`src/rtl/hcbd_pkg.sv`:
```
// Shared codes and small byte classifiers for the chunked body decoder.
// No dependencies; the top level refers to it by scoped names.
package hcbd_pkg;

    // Decoder phase codes. Codes 6 and 7 behave as PH_DONE.
    localparam logic [2:0] PH_LEAD   = 3'd0;
    localparam logic [2:0] PH_DIGITS = 3'd1;
    localparam logic [2:0] PH_EXT    = 3'd2;
    localparam logic [2:0] PH_DATA   = 3'd3;
    localparam logic [2:0] PH_SKIP   = 3'd4;
    localparam logic [2:0] PH_DONE   = 3'd5;

    // Result kinds.
    localparam logic KIND_PAYLOAD = 1'b0;
    localparam logic KIND_STATUS  = 1'b1;

    // End-of-stream status codes.
    localparam logic [1:0] ST_OK         = 2'd0;
    localparam logic [1:0] ST_NO_MARKER  = 2'd1;
    localparam logic [1:0] ST_TRUNCATED  = 2'd2;

    localparam logic [7:0] CH_CR   = 8'h0D;
    localparam logic [7:0] CH_LF   = 8'h0A;
    localparam logic [7:0] CH_ZERO = 8'h30;
    localparam logic [7:0] CH_X_LO = 8'h78;
    localparam logic [7:0] CH_X_UP = 8'h58;

    localparam logic [2:0] MARKER_LEN = 3'd5;

    // One output entry of the result queue.
    typedef struct packed {
        logic       kind;
        logic [7:0] payload;
        logic [1:0] status;
        logic       last;
    } result_t;

    // Byte of the end marker "0 CR LF CR LF" at a given position.
    function automatic logic [7:0] marker_byte(input logic [2:0] idx);
        logic [7:0] c;
        case (idx)
            3'd0:    c = CH_ZERO;
            3'd1:    c = CH_CR;
            3'd2:    c = CH_LF;
            3'd3:    c = CH_CR;
            3'd4:    c = CH_LF;
            default: c = CH_ZERO;
        endcase
        return c;
    endfunction

    // Returns {is_hex, value}.
    function automatic logic [4:0] hex_digit(input logic [7:0] c);
        logic [4:0] r;
        r = 5'd0;
        if (c inside {[8'h30:8'h39]}) begin
            r = {1'b1, 4'(c - 8'h30)};
        end else if (c inside {[8'h61:8'h66]}) begin
            r = {1'b1, 4'(c - 8'h61 + 8'd10)};
        end else if (c inside {[8'h41:8'h46]}) begin
            r = {1'b1, 4'(c - 8'h41 + 8'd10)};
        end
        return r;
    endfunction

    function automatic logic is_space(input logic [7:0] c);
        return (c == 8'h20) || (c inside {[8'h09:8'h0D]});
    endfunction

endpackage

```
`src/rtl/http_chunked_body_decoder_core.sv`:
```
// Chunked HTTP body decoder: byte-wide input stream in, payload bytes and an
// end-of-stream status item out. Depends on hcbd_pkg for codes and byte classifiers.
//
// Usage:
//   The s_ channel carries the raw chunked body, one byte per word, with
//   s_tlast on the final byte of the body. The m_ channel carries results:
//   m_tuser = 0 marks a decoded payload byte, m_tuser = 1 the status item
//   that follows the final input byte (0 ok, 1 end marker 0 CR LF CR LF never
//   seen, 2 body ended while payload bytes were still owed). m_tlast marks the
//   last result caused by one input word. Size lines, trailers and bytes
//   after the terminating chunk produce no result.
//   Each accepted word is held in an input register; when the queue has room
//   for its results, a short combinational step updates the decoder state and
//   writes zero, one or two results into a two-entry output queue. A result
//   shows on m_ from the queue's head register until the receiver takes it.
//   One word is accepted per cycle as long as the queue has room for the
//   results of the held word. A final byte that also carries payload writes
//   two results at once; the size line after it gives none, so a receiver
//   that is always ready never holds back the input. When the receiver
//   stalls, s_tready drops once the held word no longer fits; nothing is lost.
//   A synchronous active-low reset empties the input register and the queue
//   and returns the decoder to the start of a size line. The final byte also
//   returns the decoder to that state after its status item.
module http_chunked_body_decoder_core #(
    parameter int SIZE_BITS = 32
) (
    input  logic        aclk,
    input  logic        aresetn,
    // s_tdata: [7:0] body_byte
    input  logic [7:0]  s_tdata,
    input  logic        s_tlast,
    input  logic        s_tvalid,
    output logic        s_tready,
    // m_tdata: [7:0] payload_byte, [9:8] end_status, [15:10] zero
    output logic [15:0] m_tdata,
    // m_tuser: [0] item_kind
    output logic        m_tuser,
    output logic        m_tlast,
    output logic        m_tvalid,
    input  logic        m_tready
);

    localparam logic [SIZE_BITS-1:0] SIZE_MAX = {SIZE_BITS{1'b1}};

    typedef struct packed {
        logic [2:0]           phase;
        logic [SIZE_BITS-1:0] size;
        logic                 digits;
        logic [1:0]           prefix;
    } line_t;

    // Input register.
    logic        in_valid_reg;
    logic [7:0]  in_byte_reg;
    logic        in_last_reg;

    // Decoder state.
    line_t       line_reg, line_next;
    logic        cr_pending_reg, cr_pending_next;
    logic [1:0]  trailer_reg, trailer_next;
    logic [2:0]  match_reg, match_next;
    logic        found_reg, found_next;

    // Output queue, entry 0 is the head.
    hcbd_pkg::result_t q0_reg, q1_reg, q0_next, q1_next;
    logic [1:0]  cnt_reg, cnt_next;

    hcbd_pkg::result_t res0, res1;
    logic [1:0]  n_res;
    logic [1:0]  room;
    logic        pop;
    logic        step_go;

    // Takes one hex digit into the size, saturating at the top.
    function automatic line_t take_digit(input line_t s, input logic [3:0] d);
        line_t r;
        r = s;
        r.prefix = (s.prefix == 2'd0 && d == 4'd0) ? 2'd1 : 2'd3;
        r.digits = 1'b1;
        if (s.size[SIZE_BITS-1 -: 4] != 4'd0) begin
            r.size = SIZE_MAX;
        end else begin
            r.size = {s.size[SIZE_BITS-5:0], d};
        end
        return r;
    endfunction

    // One ordinary byte of a size line.
    function automatic line_t line_byte(input line_t s, input logic [7:0] c);
        line_t      r;
        logic [4:0] hv;
        r  = s;
        hv = hcbd_pkg::hex_digit(c);
        if (s.phase == hcbd_pkg::PH_LEAD) begin
            if (!hcbd_pkg::is_space(c)) begin
                if (hv[4]) begin
                    r       = take_digit(s, hv[3:0]);
                    r.phase = hcbd_pkg::PH_DIGITS;
                end else begin
                    r.phase = hcbd_pkg::PH_EXT;
                end
            end
        end else if (s.phase == hcbd_pkg::PH_DIGITS) begin
            if ((c == hcbd_pkg::CH_X_LO || c == hcbd_pkg::CH_X_UP) && s.prefix == 2'd1) begin
                r.prefix = 2'd2;
                r.digits = 1'b0;
            end else if (hv[4]) begin
                r = take_digit(s, hv[3:0]);
            end else begin
                r.phase = hcbd_pkg::PH_EXT;
            end
        end
        return r;
    endfunction

    // Decoder step for the held word.
    always_comb begin
        logic [2:0] m;
        logic       pay;
        logic [1:0] st;
        line_next       = line_reg;
        cr_pending_next = cr_pending_reg;
        trailer_next    = trailer_reg;
        match_next      = match_reg;
        found_next      = found_reg;
        pay             = 1'b0;
        st              = hcbd_pkg::ST_OK;
        m               = match_reg;

        // End marker search runs over the whole stream until the marker is found.
        if (!found_reg) begin
            if (m > 3'd4) begin
                m = 3'd0;
            end
            if (in_byte_reg == hcbd_pkg::marker_byte(m)) begin
                m = m + 3'd1;
            end else begin
                m = (in_byte_reg == hcbd_pkg::CH_ZERO) ? 3'd1 : 3'd0;
            end
            if (m >= hcbd_pkg::MARKER_LEN) begin
                found_next = 1'b1;
                m          = 3'd0;
            end
            match_next = m;
        end

        case (line_reg.phase)
            hcbd_pkg::PH_LEAD, hcbd_pkg::PH_DIGITS, hcbd_pkg::PH_EXT: begin
                if (cr_pending_reg) begin
                    cr_pending_next = 1'b0;
                    if (in_byte_reg == hcbd_pkg::CH_LF) begin
                        // Line end: a missing or zero size ends decoding.
                        if (!line_reg.digits || line_reg.size == '0) begin
                            line_next.phase = hcbd_pkg::PH_DONE;
                            line_next.size  = '0;
                        end else begin
                            line_next.phase = hcbd_pkg::PH_DATA;
                        end
                        line_next.digits = 1'b0;
                        line_next.prefix = 2'd0;
                    end else begin
                        // The held CR was a lone CR: it counts as a line byte.
                        line_next = line_byte(line_reg, hcbd_pkg::CH_CR);
                        if (in_byte_reg == hcbd_pkg::CH_CR) begin
                            cr_pending_next = 1'b1;
                        end else begin
                            line_next = line_byte(line_next, in_byte_reg);
                        end
                    end
                end else if (in_byte_reg == hcbd_pkg::CH_CR) begin
                    cr_pending_next = 1'b1;
                end else begin
                    line_next = line_byte(line_reg, in_byte_reg);
                end
            end
            hcbd_pkg::PH_DATA: begin
                pay = 1'b1;
                if (line_reg.size <= SIZE_BITS'(1)) begin
                    line_next.size  = '0;
                    line_next.phase = hcbd_pkg::PH_SKIP;
                    trailer_next    = 2'd2;
                end else begin
                    line_next.size = line_reg.size - SIZE_BITS'(1);
                end
            end
            hcbd_pkg::PH_SKIP: begin
                if (trailer_reg <= 2'd1) begin
                    trailer_next    = 2'd0;
                    line_next.phase = hcbd_pkg::PH_LEAD;
                end else begin
                    trailer_next = trailer_reg - 2'd1;
                end
            end
            default: begin
            end
        endcase

        if (!found_next) begin
            st = hcbd_pkg::ST_NO_MARKER;
        end else if (line_next.phase == hcbd_pkg::PH_DATA) begin
            st = hcbd_pkg::ST_TRUNCATED;
        end

        // Results of this word, in order.
        res0 = '{kind: hcbd_pkg::KIND_PAYLOAD, payload: in_byte_reg,
                 status: hcbd_pkg::ST_OK, last: !in_last_reg};
        res1 = '{kind: hcbd_pkg::KIND_STATUS, payload: 8'd0, status: st, last: 1'b1};
        if (!pay) begin
            res0 = res1;
        end
        n_res = {1'b0, pay} + {1'b0, in_last_reg};

        // The final byte returns the decoder to its reset state.
        if (in_last_reg) begin
            line_next       = '{phase: hcbd_pkg::PH_LEAD, size: '0, digits: 1'b0,
                                prefix: 2'd0};
            cr_pending_next = 1'b0;
            trailer_next    = 2'd0;
            match_next      = 3'd0;
            found_next      = 1'b0;
        end
    end

    assign pop      = m_tvalid && m_tready;
    assign room     = 2'd2 - cnt_reg + {1'b0, pop};
    assign step_go  = in_valid_reg && (n_res <= room);
    assign s_tready = !in_valid_reg || step_go;

    // Output queue: pop from the head, then append this word's results.
    always_comb begin
        logic [1:0] cnt_a;
        hcbd_pkg::result_t q0_a;
        cnt_a   = cnt_reg - {1'b0, pop};
        q0_a    = pop ? q1_reg : q0_reg;
        q0_next = q0_a;
        q1_next = q1_reg;
        cnt_next = cnt_a;
        if (step_go && n_res != 2'd0) begin
            if (cnt_a == 2'd0) begin
                q0_next = res0;
                q1_next = res1;
            end else begin
                q1_next = res0;
            end
            cnt_next = cnt_a + n_res;
        end
    end

    always_ff @(posedge aclk) begin
        if (!aresetn) begin
            in_valid_reg   <= 1'b0;
            cnt_reg        <= 2'd0;
            line_reg       <= '{phase: hcbd_pkg::PH_LEAD, size: '0, digits: 1'b0,
                                prefix: 2'd0};
            cr_pending_reg <= 1'b0;
            trailer_reg    <= 2'd0;
            match_reg      <= 3'd0;
            found_reg      <= 1'b0;
        end else begin
            cnt_reg <= cnt_next;
            if (s_tvalid && s_tready) begin
                in_valid_reg <= 1'b1;
            end else if (step_go) begin
                in_valid_reg <= 1'b0;
            end
            if (step_go) begin
                line_reg       <= line_next;
                cr_pending_reg <= cr_pending_next;
                trailer_reg    <= trailer_next;
                match_reg      <= match_next;
                found_reg      <= found_next;
            end
        end
    end

    always_ff @(posedge aclk) begin
        if (s_tvalid && s_tready) begin
            in_byte_reg <= s_tdata;
            in_last_reg <= s_tlast;
        end
        q0_reg <= q0_next;
        q1_reg <= q1_next;
    end

    assign m_tvalid = (cnt_reg != 2'd0);
    assign m_tuser  = q0_reg.kind;
    assign m_tlast  = q0_reg.last;
    assign m_tdata  = {6'd0, q0_reg.status, q0_reg.payload};

    // The queue never holds more than two results.
    a_cnt_bound: assert property (@(posedge aclk) disable iff (!aresetn)
        cnt_reg <= 2'd2)
        else $error("result queue overflow");

    // Payload phase always has bytes left to pass.
    a_data_size: assert property (@(posedge aclk) disable iff (!aresetn)
        line_reg.phase == hcbd_pkg::PH_DATA |-> line_reg.size != '0)
        else $error("payload phase with zero size");

    // A status item always closes the run of its input word.
    a_status_last: assert property (@(posedge aclk) disable iff (!aresetn)
        m_tvalid && m_tuser == hcbd_pkg::KIND_STATUS |-> m_tlast)
        else $error("status item not marked last");

    // After the final byte the decoder is back at the start of a size line.
    a_final_reset: assert property (@(posedge aclk) disable iff (!aresetn)
        step_go && in_last_reg |=> line_reg.phase == hcbd_pkg::PH_LEAD && !found_reg
            && match_reg == 3'd0)
        else $error("decoder not reset after final byte");

    // Marker progress stays inside the marker.
    a_match_bound: assert property (@(posedge aclk) disable iff (!aresetn)
        match_reg < hcbd_pkg::MARKER_LEN)
        else $error("marker match out of range");

endmodule
```
`config.mk`:
```
export PLATFORM = sky130hd
export DESIGN_NAME = http_chunked_body_decoder_core
export DESIGN_NICKNAME = d
export VERILOG_FILES = /design/src/rtl/hcbd_pkg.sv /design/src/rtl/http_chunked_body_decoder_core.sv
export SDC_FILE = /design/constraint.sdc
export NUM_CORES = 1
export LEC_CHECK = 0
export ABC_AREA = 1
export BUFFER_PORTS_ARGS = -buffer_cell sky130_fd_sc_hd__buf_4
export CAP_MARGIN = 20
export CORE_UTILIZATION = 40
export DETAILED_ROUTE_END_ITERATION = 8
export PLACE_DENSITY_LB_ADDON = 0.12
export SLEW_MARGIN = 20
export SYNTH_ARGS = -nofsm -noshare
export SYNTH_HDL_FRONTEND = slang
export SYNTH_SLANG_ARGS = --single-unit
```
`constraint.sdc`:
```
create_clock -name aclk -period 10.05 [get_ports aclk]
set_input_delay 0.5025 -clock aclk [delete_from_list [all_inputs] [get_ports aclk]]
set_output_delay 0.5025 -clock aclk [all_outputs]
set_load 0.01 [all_outputs]
```
# == After elaboration in Yosys (flattened, before gate mapping) ==
# Index checks and enable logic that the tools add are counted.
# totals
out_inout_bits,20
input_bits,13
register_bits,81
# op_classes
n_lt_le_gt_ge,13
reduce_logical,41
muxes,80
add_sub_neg,13
eq_ne,34
# ops
op,n
$mux W38,11
$mux W35,4
$mux W32,4
$pmux W32 S2,1
$mux W3,21
$mux W12,4
$mux W5,9
$le A32 B1 Y1 const B,1
$logic_not A32 Y1,1
$sub A32 B1 Y32 const B,1
$ne A5 B5 Y1 const B,5
$mux W2,10
$ne A6 B6 Y1 const B,3
$eq A8 B4 Y1 const B,2
$eq A8 B6 Y1 const B,2
$eq A8 B7 Y1 const B,2
$ge A8 B7 Y1 const B,2
$le A8 B7 Y1 const B,2
$eq A3 B2 Y1 const B,5
$mux W1,12
$ne A4 B4 Y1 const B,3
$pmux W6 S2,1
$sub A4 B1 Y4 const B,3
$logic_and A1 B1 Y1,11
other kinds (40),61

# == Depth between registers and ports, before layout ==
# logic_depth
ltp_word,26
mapped_depth,17
mapped_depth_nobuf,17

# == Least setup slack after synthesis ==
# No wires, ideal clock.
# synth_path
kind,register -> register
from,register cnt_reg[0]
to,register q0_reg (netlist bit m_tdata[7])
required_time_ps,9975
path_stages_with_launch,17
path_buffers,2
path_slack_ps,6373
arrival_ps,3603
period_less_slack_ps,3677
setup_ps,75
cell_sequence,dfxtp_1 or2_2 nand2_1 buf_1 ha_1 xor2_1 ha_1 inv_1 nor2_1 o21ai_0 nand2_1 nor2_1 inv_1 nor2_1 clkbuf_1 nand3_1 o21ai_0
# synth_rtl
item,line,rtl
"start, declared",http_chunked_body_decoder_core.sv:66,"logic [1:0] cnt_reg, cnt_next;"
"start signal, assigned",http_chunked_body_decoder_core.sv:260,cnt_reg <= cnt_next;
"end signal, assigned",http_chunked_body_decoder_core.sv:281,q0_reg <= q0_next;
"end, declared",http_chunked_body_decoder_core.sv:65,"hcbd_pkg::result_t q0_reg, q1_reg, q0_next, q1_next;"

==> results.md <==
* Run status: finished, final reports clean
* Die X at 126 µm
* Combinational share of power at 39.1%
* Reg-to-reg setup timing slack at 5.30 ns
* Synth top area cells: dfxtp_1 20%, nand2_1 13%, edfxtp_1 10%
* Multi-input gate area at between 0.003 and 0.004 mm²
* RSZ-0062 raised after global routing: no
* Final Critical Period at 4.75 ns
* Storage element area at 0.00183 mm²
* Post-CTS setup buffer count at 0
* Clock Latency Late Sink at 0.36 ns
* Starting DRT DRC Count at 443
* Synthesis Warnings at 0
* Synth area leader: dfxtp_1
* Die Ht at 126 µm
* FF-to-FF Start: line_reg[36]$_SDFFE_PN0P_
* Synth Flop Type: dfxtp_1
* Num ports at 33
* PD cells at 194 mW/mm²
* Psw at 0.531 mW
* Routed wire per std cell at 14.5 µm
* Hold Path Depth at 1
* Fin area at around 0.0067 mm²
* Post-Syn Area at 0.00613 mm²
* Vias/cell at around 5.3
* Crit start category: flip-flop
* Lkg Pwr at 3.21 nW
* CTS root buf: clkbuf_16
* Crit path DAT at 5.04 ns
* N_diodes at 0
* Cell-internal power at 0.762 mW
* All-Layer GR Usage at between 20% and 30%
* FILL cells at 1598
* WL final at 16400 µm
* Setup-failing EPs final at 0
* Max-slew violations at 0
* Hold Violations, Final at 0
* CTS max path bufs at 2
* Sink Count at 81
* Crit end category: flip-flop
* Synthesized area per cell at 6.54 µm²
* Setup TNS at 0 ns
* Area of placed instances at 0.00634 mm²
* Max reg flops at 38
* Worst-path clk slew at 0.07 ns
* GP Congestion at 0.899
* Worst Max-Slew Pin Slew at ~1.0 ns
* Hold Crit Class: input pin to flip-flop
* R2R Path End: m_tdata[8]$_DFF_P_
* Commonest non-fill, non-tap cell in the layout: nand2_1
* Count of different cell masters after synthesis at slightly below 50
* CP startpoint: line_reg[36]$_SDFFE_PN0P_
* First-pass GRT wire length at 27900 µm
* Max-cap viol count at 0
* CTS tree: yes
* Drt first pass iters at 6
* DRT antenna net count at 0
* Most frequent cells in the layout: 209 x nand2_1, 114 x nor2_1, 110 x nand3_1
* Yosys top cell area share at 19.6%
* Antenna violations before repair at 0
* Gr ovfl total at 0
* Layout cells sized above 1 at 10.4%
* Pre-CTS setup slack at 4.88 ns
* P&R area growth vs syn at 8.72%
* Register-to-Register Path Depth at 16
* Largest net degree at the start of global routing at 45
* Seq pwr share at 33.0%
* Vias at approximately 6000
* HPWL after DPL at ~11000 µm
* Async SR Flop Fraction at 0%
* Worst vdd ir at 84.3 µV
* Seq/Total Area, Yosys at 29.9%
* CTS buffer count at 9
* Nets at a little under 1000
* CTS Hold Bufs at 0
* Worst Path Required at ~10 ns
* FF+latch count, synth at 81
* Crit path max fanout at 18
* CP Capture Point: m_tdata[8]$_DFF_P_
* Layout Skew at 0.00827 ns
* Tcrit/Tclk final at 47.3%
* Post-synth EDFFs at 21
* H-tree lvl count at 3
* F_max at between 0.2 and 0.25 GHz
* Post-CTS sizing at 0
* Die Footprint at 0.0158 mm²
* Worst slew margin at 33.0%
* Clock network fraction of total power at 27.9%
* # port buffers at 26
* WS Path Type: flip-flop to flip-flop
* Remaining DRCs at 0
* Core Region at ~0.015 mm²
* Fin util at between 40 and 50%
* Initial core utilization at 41.5%
* Switching Fraction at 41.1%
* Mapped Cells at 937
* Worst setup margin at approximately 5.3 ns
* Cell Rows at 44
* Vias in the first global route at 5472
==> power by group through the flow <==
stage               Clock, mW  Sequential [mW]  Combinational [mW]
floorplan                   0            0.427               0.380
global placement            0            0.435               0.507
detailed placement          0            0.434               0.505
CTS                     0.369            0.427               0.508
global route            0.383            0.433               0.575
finish                  0.361            0.426               0.506
==> synthesized netlist by cell type, types with 2 or more instances <==
| master | number |
|---|---|
| o22ai_1 | 19 |
| o21ai_0 | 67 |
| dfxtp_1 | 60 |
| o21ai_1 | 13 |
| nor2_4 | 5 |
| nand2_2 | 10 |
| o211ai_1 | 2 |
| inv_4 | 2 |
| nand2_1 | 209 |
| nand4_1 | 15 |
| clkbuf_2 | 2 |
| buf_6 | 5 |
| inv_1 | 97 |
| xor2_1 | 12 |
| xnor2_1 | 5 |
| nor3_1 | 7 |
| nor2_2 | 9 |
| nor2_8 | 3 |
| inv_2 | 8 |
| buf_4 | 9 |
| nor2_1 | 115 |
| buf_2 | 16 |
| ha_1 | 19 |
| nand3_2 | 2 |
| nand3_1 | 110 |
| a21oi_1 | 54 |
| nor3_2 | 2 |
| edfxtp_1 | 21 |
| nand2_4 | 2 |
| or2_2 | 3 |
| mux2i_1 | 9 |
| clkbuf_1 | 8 |
==> final cells by class <==
class                   count  share of cell area [%]
flip-flops and latches     81                    27.5
multi-input cells         713                    55.0
clock buffers               9                    3.38
clock inverters             7                    1.32
well taps                 184                    3.46
inverters                 107                    6.11
repair buffers             29                    3.27
==> worst min path at each step <==
| stage | from | to |
|---|---|---|
| global placement | match_reg[1]$_SDFFE_PN0P_ | match_reg[1]$_SDFFE_PN0P_ |
| floorplan | match_reg[1]$_SDFFE_PN0P_ | match_reg[1]$_SDFFE_PN0P_ |
| finish | s_tdata[0] | in_byte_reg[0]$_DFFE_PP_ |
| detailed placement | match_reg[1]$_SDFFE_PN0P_ | match_reg[1]$_SDFFE_PN0P_ |
| global route | s_tdata[7] | in_byte_reg[7]$_DFFE_PP_ |
| CTS | s_tdata[0] | in_byte_reg[0]$_DFFE_PP_ |
==> critical path, cell delays in order, from the launching register on <==
cell and delay, ns:
dfxtp_1 0.48, inv_1 0.13, nor2_2 0.61, inv_2 0.18, ha_1 0.35, inv_1 0.04, ha_1 0.27, nand2_1 0.06
o21ai_0 0.07, nand2_1 0.27, nor2_2 0.64, inv_1 0.16, nor2_1 0.79, inv_1 0.23, nor2_1 0.19, inv_1 0.06
o21ai_0 0.14
==> logic make-up after synthesis <==
| logic type | share of synthesized area, % |
|---|---|
| AND/OR/NAND/NOR | 37.1 |
| flip-flops | 29.9 |
| multiplexers | 1.47 |
| XOR/XNOR | 2.43 |
| buffers and inverters | 10.7 |
| adder cells (fa/ha/maj) | 3.88 |
| other | 0.0612 |
| AO/OA/AOI/OAI | 14.4 |
==> routing by layer <==
metal	part of all wire (%)	global-route usage (%)
met1	51	32.0
met2	42	32.7
met3	4.8	3.06
met4	1.8	8.22
met5	0	0
==> through the flow <==
step | std cells | total power, mW | hold slack [ns]
after floorplan | 942 | 0.807 | 0.445
after global placement | 1114 | 0.941 | 0.467
after detailed placement | 1114 | 0.938 | 0.467
after CTS | 1130 | 1.30 | 0.299
after global routing | 1130 | 1.39 | 0.303
final | 1130 | 1.29 | 0.315
(Power assumes the default switching activity.)
